===== src/hw/rtl/pals_pkg.sv =====
// Shared widths, codes and control types of the per-address link statistics table.
`default_nettype none

package pals_pkg;

  // Fixed widths of the item and result fields.
  localparam int OP_W       = 2;
  localparam int ADDR_W     = 48;
  localparam int HOP_W      = 8;
  localparam int SLOT_W     = 4;
  localparam int BIN_SEL_W  = 4;
  localparam int STATUS_W   = 3;
  localparam int CNT_OUT_W  = 32;
  localparam int MARK_OUT_W = 5;

  // Default sizing of the table.
  localparam int ENTRIES_DEF     = 16;
  localparam int HOP_BINS_DEF    = 16;
  localparam int COUNT_WIDTH_DEF = 32;

  // Reset value of the starting highest-hop mark.
  localparam logic [MARK_OUT_W-1:0] INIT_HOP_RESET = 5'd4;

  // Operation codes.
  localparam logic [OP_W-1:0] OP_TX   = 2'd0;
  localparam logic [OP_W-1:0] OP_RX   = 2'd1;
  localparam logic [OP_W-1:0] OP_READ = 2'd2;

  // Result status codes.
  localparam logic [STATUS_W-1:0] ST_HIT   = 3'd0;
  localparam logic [STATUS_W-1:0] ST_NEW   = 3'd1;
  localparam logic [STATUS_W-1:0] ST_FULL  = 3'd2;
  localparam logic [STATUS_W-1:0] ST_BAD   = 3'd3;
  localparam logic [STATUS_W-1:0] ST_EMPTY = 3'd4;

  // Which send counter a transmit report bumps.
  localparam logic [1:0] TX_FAIL   = 2'd0;
  localparam logic [1:0] TX_OK     = 2'd1;
  localparam logic [1:0] TX_RESEND = 2'd2;

  // Control broadcast from the sequencer to every cell of the row.
  typedef struct packed {
    logic       clear;      // clearing pass: zero one histogram word
    logic       look;       // match cycle: read the histogram word
    logic       commit;     // update cycle with a free output register
    logic       sel_valid;  // some slot is selected for this item
    logic       report;     // selected slot is modified
    logic       new_entry;  // selected slot is taken for a new address
    logic       rx;         // receive report
    logic [1:0] tx_code;    // send counter of a transmit report
  } pals_ctl_t;

endpackage

`default_nettype wire


===== src/hw/rtl/pals_cell.sv =====
// One slot of the link statistics row: address, counters, hop mark and hop histogram.
`default_nettype none

module pals_cell #(
  parameter int ENTRIES     = 16,
  parameter int HOP_BINS    = 16,
  parameter int COUNT_WIDTH = 32,
  parameter int INDEX       = 0,
  localparam int IW = (ENTRIES > 1) ? $clog2(ENTRIES) : 1,
  localparam int BW = (HOP_BINS > 1) ? $clog2(HOP_BINS) : 1,
  localparam int MW = $clog2(HOP_BINS + 1)
) (
  input  logic                            clk,
  input  logic                            rst,
  input  pals_pkg::pals_ctl_t             ctl,
  input  logic [pals_pkg::ADDR_W-1:0]     cmp_addr,
  input  logic [BW-1:0]                   bin_idx,
  input  logic [BW-1:0]                   clear_idx,
  input  logic [MW-1:0]                   hop,
  input  logic [MW-1:0]                   start_mark,
  input  logic [IW-1:0]                   sel_slot,
  input  logic                            hit_in,
  input  logic [IW-1:0]                   hit_idx_in,
  input  logic [pals_pkg::ADDR_W-1:0]     addr_in,
  input  logic [COUNT_WIDTH-1:0]          failed_in,
  input  logic [COUNT_WIDTH-1:0]          ok_in,
  input  logic [COUNT_WIDTH-1:0]          resent_in,
  input  logic [COUNT_WIDTH-1:0]          received_in,
  input  logic [COUNT_WIDTH-1:0]          bin_in,
  input  logic [MW-1:0]                   mark_in,
  output logic                            hit_out,
  output logic [IW-1:0]                   hit_idx_out,
  output logic [pals_pkg::ADDR_W-1:0]     addr_out,
  output logic [COUNT_WIDTH-1:0]          failed_out,
  output logic [COUNT_WIDTH-1:0]          ok_out,
  output logic [COUNT_WIDTH-1:0]          resent_out,
  output logic [COUNT_WIDTH-1:0]          received_out,
  output logic [COUNT_WIDTH-1:0]          bin_out,
  output logic [MW-1:0]                   mark_out
);
  import pals_pkg::*;

  logic                   valid;
  logic [ADDR_W-1:0]      addr;
  logic [COUNT_WIDTH-1:0] failed;
  logic [COUNT_WIDTH-1:0] ok_cnt;
  logic [COUNT_WIDTH-1:0] resent;
  logic [COUNT_WIDTH-1:0] received;
  logic [MW-1:0]          mark;
  logic [COUNT_WIDTH-1:0] hist_mem [HOP_BINS];
  logic [COUNT_WIDTH-1:0] rd_data;

  logic                   match;
  logic                   selected;
  logic                   update;
  logic [ADDR_W-1:0]      addr_next;
  logic [COUNT_WIDTH-1:0] failed_next;
  logic [COUNT_WIDTH-1:0] ok_next;
  logic [COUNT_WIDTH-1:0] resent_next;
  logic [COUNT_WIDTH-1:0] received_next;
  logic [COUNT_WIDTH-1:0] bin_next;
  logic [MW-1:0]          mark_next;

  function automatic logic [COUNT_WIDTH-1:0] bump(input logic [COUNT_WIDTH-1:0] c);
    return (&c) ? c : c + 1'b1;
  endfunction

  assign match    = valid && (addr == cmp_addr);
  assign selected = ctl.sel_valid && (sel_slot == IW'(INDEX));
  assign update   = ctl.commit && selected && ctl.report;

  // Values after this item's update; a newly taken slot starts from zero counters.
  always_comb begin
    addr_next     = ctl.new_entry ? cmp_addr : addr;
    failed_next   = ctl.new_entry ? '0 : failed;
    ok_next       = ctl.new_entry ? '0 : ok_cnt;
    resent_next   = ctl.new_entry ? '0 : resent;
    received_next = ctl.new_entry ? '0 : received;
    mark_next     = ctl.new_entry ? start_mark : mark;
    bin_next      = rd_data;
    if (ctl.report) begin
      if (ctl.rx) begin
        received_next = bump(received_next);
        bin_next      = bump(rd_data);
        if (hop > mark_next) begin
          mark_next = hop;
        end
      end else begin
        case (ctl.tx_code)
          TX_RESEND: resent_next = bump(resent_next);
          TX_FAIL:   failed_next = bump(failed_next);
          default:   ok_next     = bump(ok_next);
        endcase
      end
    end
  end

  // Hand the match and the selected slot's values on to the next cell.
  assign hit_out      = hit_in | match;
  assign hit_idx_out  = hit_idx_in | (match ? IW'(INDEX) : '0);
  assign addr_out     = addr_in | (selected ? addr_next : '0);
  assign failed_out   = failed_in | (selected ? failed_next : '0);
  assign ok_out       = ok_in | (selected ? ok_next : '0);
  assign resent_out   = resent_in | (selected ? resent_next : '0);
  assign received_out = received_in | (selected ? received_next : '0);
  assign bin_out      = bin_in | (selected ? bin_next : '0);
  assign mark_out     = mark_in | (selected ? mark_next : '0);

  always_ff @(posedge clk) begin
    if (rst) begin
      valid <= 1'b0;
    end else if (update && ctl.new_entry) begin
      valid <= 1'b1;
    end
  end

  always_ff @(posedge clk) begin
    if (update) begin
      addr     <= addr_next;
      failed   <= failed_next;
      ok_cnt   <= ok_next;
      resent   <= resent_next;
      received <= received_next;
      mark     <= mark_next;
    end
  end

  // Histogram memory: one write port, one registered read port.
  always_ff @(posedge clk) begin
    if (ctl.clear) begin
      hist_mem[clear_idx] <= '0;
    end else if (update && ctl.rx) begin
      hist_mem[bin_idx] <= bin_next;
    end
    if (ctl.look) begin
      rd_data <= hist_mem[bin_idx];
    end
  end

endmodule

`default_nettype wire


===== config.mk =====
export PLATFORM = sky130hd
export DESIGN_NAME = pals_cell
export DESIGN_NICKNAME = d
export VERILOG_FILES = /design/src/hw/rtl/pals_pkg.sv /design/src/hw/rtl/pals_cell.sv
export SDC_FILE = /design/constraint.sdc
export NUM_CORES = 1
export LEC_CHECK = 0
export BUFFER_PORTS_ARGS = -buffer_cell sky130_fd_sc_hd__buf_2
export CAP_MARGIN = 40
export CORE_MARGIN = 5
export CORE_UTILIZATION = 45
export CTS_CLUSTER_SIZE = 30
export DETAILED_ROUTE_END_ITERATION = 10
export PLACE_DENSITY = 0.73
export SLEW_MARGIN = 20
export SYNTH_ARGS = -nofsm -noshare
export SYNTH_HDL_FRONTEND = slang
export SYNTH_SLANG_ARGS = --single-unit
export TNS_END_PERCENT = 10

===== constraint.sdc =====
create_clock -name clk -period 7.6 [get_ports clk]
set_clock_uncertainty 0.2 [all_clocks]
set_input_delay 0.76 -clock clk [delete_from_list [all_inputs] [get_ports clk]]
set_output_delay 0.76 -clock clk [all_outputs]
set_load 0.01 [all_outputs]

==> flow_metrics.env, run 1 <==
export IMPL_drc_violations_left=0
export IMPL_start_kind="input port"
export IMPL_finish_net_count=3007
export IMPL_internal_power_uw=6770
export IMPL_dp_slack_ns=2.65
export IMPL_dr_first_iter_drc_count=2262
export IMPL_boundaryPins=517
export IMPL_grt_overflow_total=0
export IMPL_synth_seq_cells=726
export IMPL_clkSlewWorstSetupHoldPaths_ns=0.06
export IMPL_wl_per_cell_um=26.7
export IMPL_area_growth_synth_to_final_pct=20.5
export IMPL_clk_insertion_delay_late_ns=0.65
export IMPL_layout_drive_gt1_share_pct=34.9
export IMPL_combPwrFrac_pct=7.5
export IMPL_timing_max_transition_violations_final=0
export IMPL_post_synth_mux_area_share_pct=12.6
export IMPL_cp_num_buf_inv=4
export IMPL_cpPeakStageDelay_ns=0.51
export IMPL_cts_hold_fix_buffers=0
export IMPL_die_area_sq_um=80100
export IMPL_synthesis_nets=2453
export IMPL_synth_compound_gate_area_share_pct=5.73
export IMPL_num_vias=22200
export IMPL_ys_warn_count=0
export IMPL_timing_final_crit_share_pct=66.1
export IMPL_worst_slew_pin_transition_ns=0.915
export IMPL_crit_fanout=58
export IMPL_chipHeight_um=283
export IMPL_clock_sink_count=726
export IMPL_cp_cell_sequence="buf_6, buf_4, buf_4, nor2b_1, and4_1, nand4_1, nor2b_1, a21oi_1, o31ai_1, buf_2"
export IMPL_simple_gate_share_of_the_synthesized_area_pct=9.68
export IMPL_routed_wirelength_mm=99.5
export IMPL_criticalPathCategory="in2out"
export IMPL_place_congestion=0.943
export IMPL_powerDensity_nw_per_um2=218
export IMPL_dr_pass1_iters=7
export IMPL_synthCells=2146
export IMPL_mostFrequentLayoutCells="725 x sky130_fd_sc_hd__edfxtp_1, 512 x sky130_fd_sc_hd__buf_2, 160 x sky130_fd_sc_hd__mux4_2"
export IMPL_portBuffers=508
export IMPL_num_rows=100
export IMPL_crit_arrival_ns=4.06
export IMPL_hpwlAfterDp_mm=69.5
export IMPL_seq_area_frac_synth_pct=64.9
export IMPL_synthArstFlopShare_pct=0
export IMPL_route_detailed_vias_per_inst=5.94
export IMPL_die_width_um=283
export IMPL_clock_power_share_pct=42.2
export IMPL_start_util_pct=45.2
export IMPL_antenna_violating_nets_post_route=0
export IMPL_path_delay_family="buffers and inverters"
export IMPL_synth_top_family_by_area="multiplexers"
export IMPL_tritoncts="built"
export IMPL_clk_root_buffer_cell="sky130_fd_sc_hd__clkbuf_16"
export IMPL_vdd_ir_drop_max_uv=162
export IMPL_post_cts_resized=0
export IMPL_report_final_setup_viol=0
export IMPL_timing_max_slew_rel_slack_pct=39.0
export IMPL_crit_required_ns=6.64
export IMPL_cts_made_buffers=77
export IMPL_cts_buffer_depth=3
export IMPL_share_of_synthesized_cell_area_in_full_adder_half_adder_and_majority_cells_pct=0.298
export IMPL_antenna_violations_before_repair=15
export IMPL_hold_viol=0
export IMPL_setup_fix_buffers_added_after_clock_tree_synthesis=0
export IMPL_switching_power_uw=2040
export IMPL_hold_ws_ns=0.101
export IMPL_first_global_vias=22300
export IMPL_synth_edff_count=725
export IMPL_cpMaxStageDelayCell="sky130_fd_sc_hd__buf_4"
export IMPL_synth_main_ff_cell="sky130_fd_sc_hd__edfxtp_1"
export IMPL_power_share_sequential_pct=50.3
export IMPL_fin_setup_tns_ns=0
export IMPL_finalPower_uw=8810
export IMPL_synth_xor_xnor_area_share_pct=4.96
export IMPL_final_common_cell="sky130_fd_sc_hd__edfxtp_1"
export IMPL_post_synth_instance_area_sq_um=33600
export IMPL_cts_htree_levels=3
export IMPL_placeableCoreArea_sq_um=74200
export IMPL_cap_violations=0
export IMPL_timing_fmax_ghz=0.199
export IMPL_type_of_element_capturing_the_critical_path="output pin"
export IMPL_finalWorstPathRequiredPeriod_ns=5.02
export IMPL_grt_first_pass_wirelength_mm=146
export IMPL_min_path_type="in2reg"
export IMPL_syn_area_per_cell_sq_um=15.6
export IMPL_grt_setup_unrepaired="false"
export IMPL_power_switching_fraction_pct=23.1
export IMPL_run_status="finished clean"
export IMPL_largest_net_degree_at_the_start_of_global_routing=132
export IMPL_netlist_cell_type_count=71
export IMPL_setup_slack_ns=2.58
export IMPL_global_route_usage_total_pct=24.0
export IMPL_static_leakage_power_uw=0.0147
## routing by layer
metal	global-route usage [%]	routed length, um
met1	32.2	38500
met2	39.8	48400
met3	5.63	9850
met4	6.43	2790
met5	0	45
## cells by family (layout without fill, tap and decap cells)
logic type / Yosys count / after routing
fa+ha+maj: 8 / 8
other cells: 0 / 7
buf+inv: 146 / 758
mux: 217 / 217
flops: 726 / 726
simple gates: 602 / 602
xor+xnor: 190 / 190
compound gates: 257 / 257
## synthesized netlist by cell type, types with 5 or more instances
library cell	n	area (sq um)
sky130_fd_sc_hd__nor3b_1	9	67.6
sky130_fd_sc_hd__o21bai_1	83	623
sky130_fd_sc_hd__nor3_1	48	240
sky130_fd_sc_hd__nand4b_1	10	87.6
sky130_fd_sc_hd__buf_1	16	60.1
sky130_fd_sc_hd__buf_2	13	65.1
sky130_fd_sc_hd__nor4_1	27	169
sky130_fd_sc_hd__nand3b_1	6	45.0
sky130_fd_sc_hd__nor2_1	152	571
sky130_fd_sc_hd__and3_1	29	181
sky130_fd_sc_hd__mux4_2	160	3600
sky130_fd_sc_hd__o21ai_0	8	40.0
sky130_fd_sc_hd__inv_1	36	135
sky130_fd_sc_hd__mux2_2	54	608
sky130_fd_sc_hd__clkbuf_1	73	274
sky130_fd_sc_hd__and2_1	8	50.1
sky130_fd_sc_hd__buf_4	5	37.5
sky130_fd_sc_hd__a21oi_1	5	25.0
sky130_fd_sc_hd__xnor2_1	128	1120
sky130_fd_sc_hd__nor2b_1	28	175
sky130_fd_sc_hd__and4_1	14	123
sky130_fd_sc_hd__nand3_1	68	340
sky130_fd_sc_hd__edfxtp_1	725	21800
sky130_fd_sc_hd__a21o_1	129	968
sky130_fd_sc_hd__ha_1	8	100
sky130_fd_sc_hd__a31oi_1	9	56.3
sky130_fd_sc_hd__nand4_1	57	357
sky130_fd_sc_hd__nand2_1	95	357
sky130_fd_sc_hd__xor2_1	62	543
sky130_fd_sc_hd__nand2b_1	11	68.8
## path summary, 6_finish.rpt
| check | start | end | slack [ns] | cells after the start |
|---|---|---|---|---|
| max | ctl[3] | failed_out[17] | 2.58 | 10 |
| min | rst | valid | 0.10 | 2 |
| max reg2reg | rd_data[0] | hist_mem[1][1] | 4.17 | 9 |
| min reg2reg | valid | valid | 0.32 | 2 |
## final cells by class
| cell class | instances | area [sq um] |
|---|---|---|
| Clock buffer | 89 | 1970 |
| Clock inverter | 48 | 526 |
| Multi-Input combinational cell | 1274 | 11300 |
| Timing Repair Buffer | 583 | 3430 |
| Tap cell | 969 | 1210 |
| Antenna cell | 7 | 17.5 |
| Inverter | 38 | 143 |
| Fill cell | 5820 | 33800 |
| Sequential cell | 726 | 21800 |
## sequential cells by signal (all words and copies together) (netlist names)
name,cells
failed,32
hist_mem,512
received,32
mark,5
addr,48
ok_cnt,32
valid,1
resent,32
rd_data,32
## stage by stage
stage                     util (%)  instance area, sq um  std cells
after floorplan                  -                 33600       2146
after global placement        50.1                 37200       3532
after detailed placement      50.9                 37800       3575
after CTS                     54.3                 40300       3712
after global routing          54.5                 40400       3728
final                         54.5                 40400       3734
## power groups by stage
stage	combinational, uW	clock, uW	sequential, uW
final	661	3720	4430
after floorplan	353	0	4510
after global routing	705	3950	4430
after CTS	661	3770	4430
after global placement	635	0	4510
after detailed placement	651	0	4520
## worst register-to-register path, stage by stage, from the launching register on
cell,delay (ns)
sky130_fd_sc_hd__edfxtp_1,0.41
sky130_fd_sc_hd__ha_1,0.19
sky130_fd_sc_hd__nand3_1,0.20
sky130_fd_sc_hd__nor4_1,0.33
sky130_fd_sc_hd__clkbuf_2,0.22
sky130_fd_sc_hd__nand4_1,0.49
sky130_fd_sc_hd__nand2_1,0.34
sky130_fd_sc_hd__mux2i_1,0.39
sky130_fd_sc_hd__nor2_1,0.18
sky130_fd_sc_hd__buf_4,0.22
Note: power is estimated with default switching activity, not from simulation.
==> run 2, diff against run 1 <==
--- a/config.mk
+++ b/config.mk
@@ -5,13 +5,14 @@
 export SDC_FILE = /design/constraint.sdc
 export NUM_CORES = 1
 export LEC_CHECK = 0
+export ABC_AREA = 1
 export BUFFER_PORTS_ARGS = -buffer_cell sky130_fd_sc_hd__buf_2
 export CAP_MARGIN = 40
 export CORE_MARGIN = 5
 export CORE_UTILIZATION = 45
 export CTS_CLUSTER_SIZE = 30
 export DETAILED_ROUTE_END_ITERATION = 10
-export PLACE_DENSITY = 0.73
+export PLACE_DENSITY = 0.72
 export SLEW_MARGIN = 20
 export SYNTH_ARGS = -nofsm -noshare
 export SYNTH_HDL_FRONTEND = slang
==> constraint.sdc (replaced) <==
create_clock -name clk -period 4.95 [get_ports clk]
set_clock_uncertainty 0.2 [all_clocks]
set_input_delay 0.495 -clock clk [delete_from_list [all_inputs] [get_ports clk]]
set_output_delay 0.495 -clock clk [all_outputs]
set_load 0.01 [all_outputs]
==> run 2 against run 1 <==
Design area increased by 7.7%; core utilization is 0.62 points lower; combinational power rose by 80%; register-to-register slack got worse by 2.7 ns; worst hold slack got worse by 0.060 ns; count of clock-buffer cells in the layout is 14 higher; area after synthesis increased by 9.5%; flip-flop and latch count stayed put; setup slack got worse by 1.7 ns; highest routed layer unchanged.
==> flow_metrics.env, run 2 <==
export IMPL_placeableCoreArea_sq_um=80800
export IMPL_synth_most_common_cell="sky130_fd_sc_hd__nand2_1"
export IMPL_die_area_sq_um=87500
export IMPL_cts_htree_levels=3
export IMPL_type_of_element_capturing_the_critical_path="output pin"
export IMPL_ys_warn_count=0
export IMPL_wl_per_cell_um=21.6
export IMPL_powerDensity_nw_per_um2=313
export IMPL_cell_type_with_the_highest_aggregate_area_in_the_netlist="sky130_fd_sc_hd__edfxtp_1"
export IMPL_dp_cells=5174
export IMPL_timing_max_transition_violations_final=0
export IMPL_n_fill_cell=7040
export IMPL_netlist_top_cells_count="732 x sky130_fd_sc_hd__nand2_1, 725 x sky130_fd_sc_hd__edfxtp_1, 478 x sky130_fd_sc_hd__nor2_1"
export IMPL_hpwlAfterDp_mm=79.1
export IMPL_seq_area_frac_synth_pct=59.3
export IMPL_report_final_setup_viol=0
export IMPL_start_kind="register"
export IMPL_crit_arrival_ns=3.41
export IMPL_worst_r2r_path_depth=13
export IMPL_grt_setup_unrepaired="false"
export IMPL_largest_net_degree_at_the_start_of_global_routing=102
export IMPL_cts_buffer_depth=3
export IMPL_static_leakage_power_uw=0.0180
export IMPL_crit_required_ns=4.26
export IMPL_synthCells=3695
export IMPL_multi_input_area_sq_um=12900
export IMPL_syn_area_per_cell_sq_um=9.94
export IMPL_synth_edff_count=725
export IMPL_final_common_cell="sky130_fd_sc_hd__nand2_1"
export IMPL_timing_final_crit_share_pct=83.0
export IMPL_largest_register_ffs=512
export IMPL_dr_pass1_iters=6
export IMPL_routed_wirelength_mm=116
export IMPL_area_growth_synth_to_final_pct=18.5
export IMPL_layout_drive_gt1_share_pct=19.5
export IMPL_min_path_type="in2reg"
export IMPL_run_status="finished clean"
export IMPL_global_route_usage_total_pct=25.3
export IMPL_layout_cells_non_filler=5353
export IMPL_fin_setup_tns_ns=0
export IMPL_tritoncts="built"
export IMPL_worstHoldPathCells=3
export IMPL_grt_first_pass_wirelength_mm=170
export IMPL_largest_register="hist_mem"
export IMPL_die_width_um=296
export IMPL_hold_viol=0
export IMPL_place_congestion=0.966
export IMPL_dr_first_iter_drc_count=2902
export IMPL_antenna_violations_before_repair=20
export IMPL_rrSetupSlack_ns=1.50
export IMPL_cap_violations=0
export IMPL_layout_area_seq_sq_um=21800
export IMPL_post_cts_resized=0
export IMPL_crit_fanout=9
export IMPL_clock_sink_count=726
export IMPL_synth_main_ff_cell="sky130_fd_sc_hd__edfxtp_1"
export IMPL_finalWorstPathRequiredPeriod_ns=4.11
export IMPL_finish_net_count=4522
export IMPL_clk_root_buffer_cell="sky130_fd_sc_hd__clkbuf_16"
export IMPL_final_core_util_pct=53.9
export IMPL_cts_hold_fix_buffers=8
export IMPL_first_global_vias=28200
export IMPL_largestRegisters="hist_mem (512), addr (48)"
export IMPL_num_vias=29600
export IMPL_chipHeight_um=296
export IMPL_timing_fmax_ghz=0.243
export IMPL_clkSlewWorstSetupHoldPaths_ns=0.06
export IMPL_clk_insertion_delay_late_ns=0.63
export IMPL_antenna_violating_nets_post_route=0
export IMPL_setup_fix_buffers_added_after_clock_tree_synthesis=0
export IMPL_finalPower_uw=13600
export IMPL_drc_violations_left=0
export IMPL_post_synth_instance_area_sq_um=36700
export IMPL_netlist_cell_type_count=56
export IMPL_boundaryPins=517
export IMPL_cts_made_buffers=79
export IMPL_worst_slew_pin_transition_ns=0.906
export IMPL_portBuffers=508
export IMPL_start_util_pct=45.5
export IMPL_vdd_ir_drop_max_uv=246
export IMPL_timing_max_slew_rel_slack_pct=39.6
export IMPL_synth_seq_cells=726
export IMPL_synthArstFlopShare_pct=0
export IMPL_synth_area_leaders="sky130_fd_sc_hd__edfxtp_1 59%, sky130_fd_sc_hd__nand2_1 7.5%, sky130_fd_sc_hd__nor2_1 4.9%"
export IMPL_area_fraction_of_the_dominant_cell_type_after_synthesis_pct=59.3
export IMPL_criticalPathCategory="reg2out"
export IMPL_route_detailed_vias_per_inst=5.53
export IMPL_grt_overflow_total=0
export IMPL_num_rows=104
export IMPL_hold_ws_ns=0.0410
export IMPL_mostFrequentLayoutCells="728 x sky130_fd_sc_hd__nand2_1, 725 x sky130_fd_sc_hd__edfxtp_1, 504 x sky130_fd_sc_hd__buf_2"
export IMPL_synthesis_nets=4002
[run 2: cell count changes after synthesis, moves of 108 or more]
cell / delta
sky130_fd_sc_hd__inv_1: +365
sky130_fd_sc_hd__mux4_2: -160
sky130_fd_sc_hd__nand2_1: +637
sky130_fd_sc_hd__nand3_1: +168
sky130_fd_sc_hd__nor2_1: +326
sky130_fd_sc_hd__o21ai_0: +189
sky130_fd_sc_hd__xnor2_1: -108
[run 2: area by class of cell]
type	count	area share (%)
Inverter	414	3.63
Antenna cell	17	0.0977
Clock buffer	103	4.87
Tap cell	1060	3.05
Clock inverter	39	0.744
Sequential cell	726	50.1
Timing Repair Buffer	603	8.00
Multi-Input combinational cell	2391	29.6
[run 2: worst max-delay path, cell delays in order, from the launching register on]
cell and delay (ns):
sky130_fd_sc_hd__edfxtp_1 0.45, sky130_fd_sc_hd__ha_1 0.23, sky130_fd_sc_hd__nand3_1 0.10, sky130_fd_sc_hd__inv_1 0.15, sky130_fd_sc_hd__nand2_1 0.08, sky130_fd_sc_hd__nor2_1 0.36, sky130_fd_sc_hd__nand3_2 0.20, sky130_fd_sc_hd__nand2_2 0.27
sky130_fd_sc_hd__inv_2 0.17, sky130_fd_sc_hd__nand4_1 0.12, sky130_fd_sc_hd__nand2_1 0.26, sky130_fd_sc_hd__a21o_1 0.25, sky130_fd_sc_hd__buf_2 0.13
[run 2: report_power, final]
part	internal, uW	switching (uW)	total [uW]
sequential	6770	39.5	6810
clock	3190	2420	5610
combinational	416	775	1190
total	10400	3240	13600
[run 2: logic make-up after synthesis]
family	count (synthesis)	synth area share (%)
AOI/OAI and AO/OA	544	10.0
xor gates and xnor gates	53	1.30
adders and majority gates	8	0.272
buffers and inverters	578	6.36
DFF	726	59.3
muxes	101	2.75
and+or+nand+nor	1685	20.0
[run 2: final timing paths]
kind	from	endpoint
worst min-delay path	cmp_addr[0]	addr[0]
worst max-delay path	rd_data[0]	bin_out[28]
worst max register to register	rd_data[0]	hist_mem[14][2]
worst min register to register	valid	valid
[run 2: stage by stage]
| step | instance area [sq um] | setup slack [ns] |
|---|---|---|
| after floorplan | 37000 | -0.832 |
| after global placement | 40700 | 1.08 |
| after detailed placement | 40800 | 1.03 |
| after CTS | 43400 | 0.801 |
| after global routing | 43500 | 0.654 |
| final | 43500 | 0.842 |
[run 2: per-layer routing]
| metal | GRT usage, % | part of all wire, % | up-vias |
|---|---|---|---|
| li1 | - | - | 13900 |
| met1 | 33.3 | 39 | 14000 |
| met2 | 40.5 | 46 | 1428 |
| met3 | 4.22 | 9.5 | 268 |
| met4 | 13.7 | 5.7 | 2 |
| met5 | 0 | 0.0095 | - |
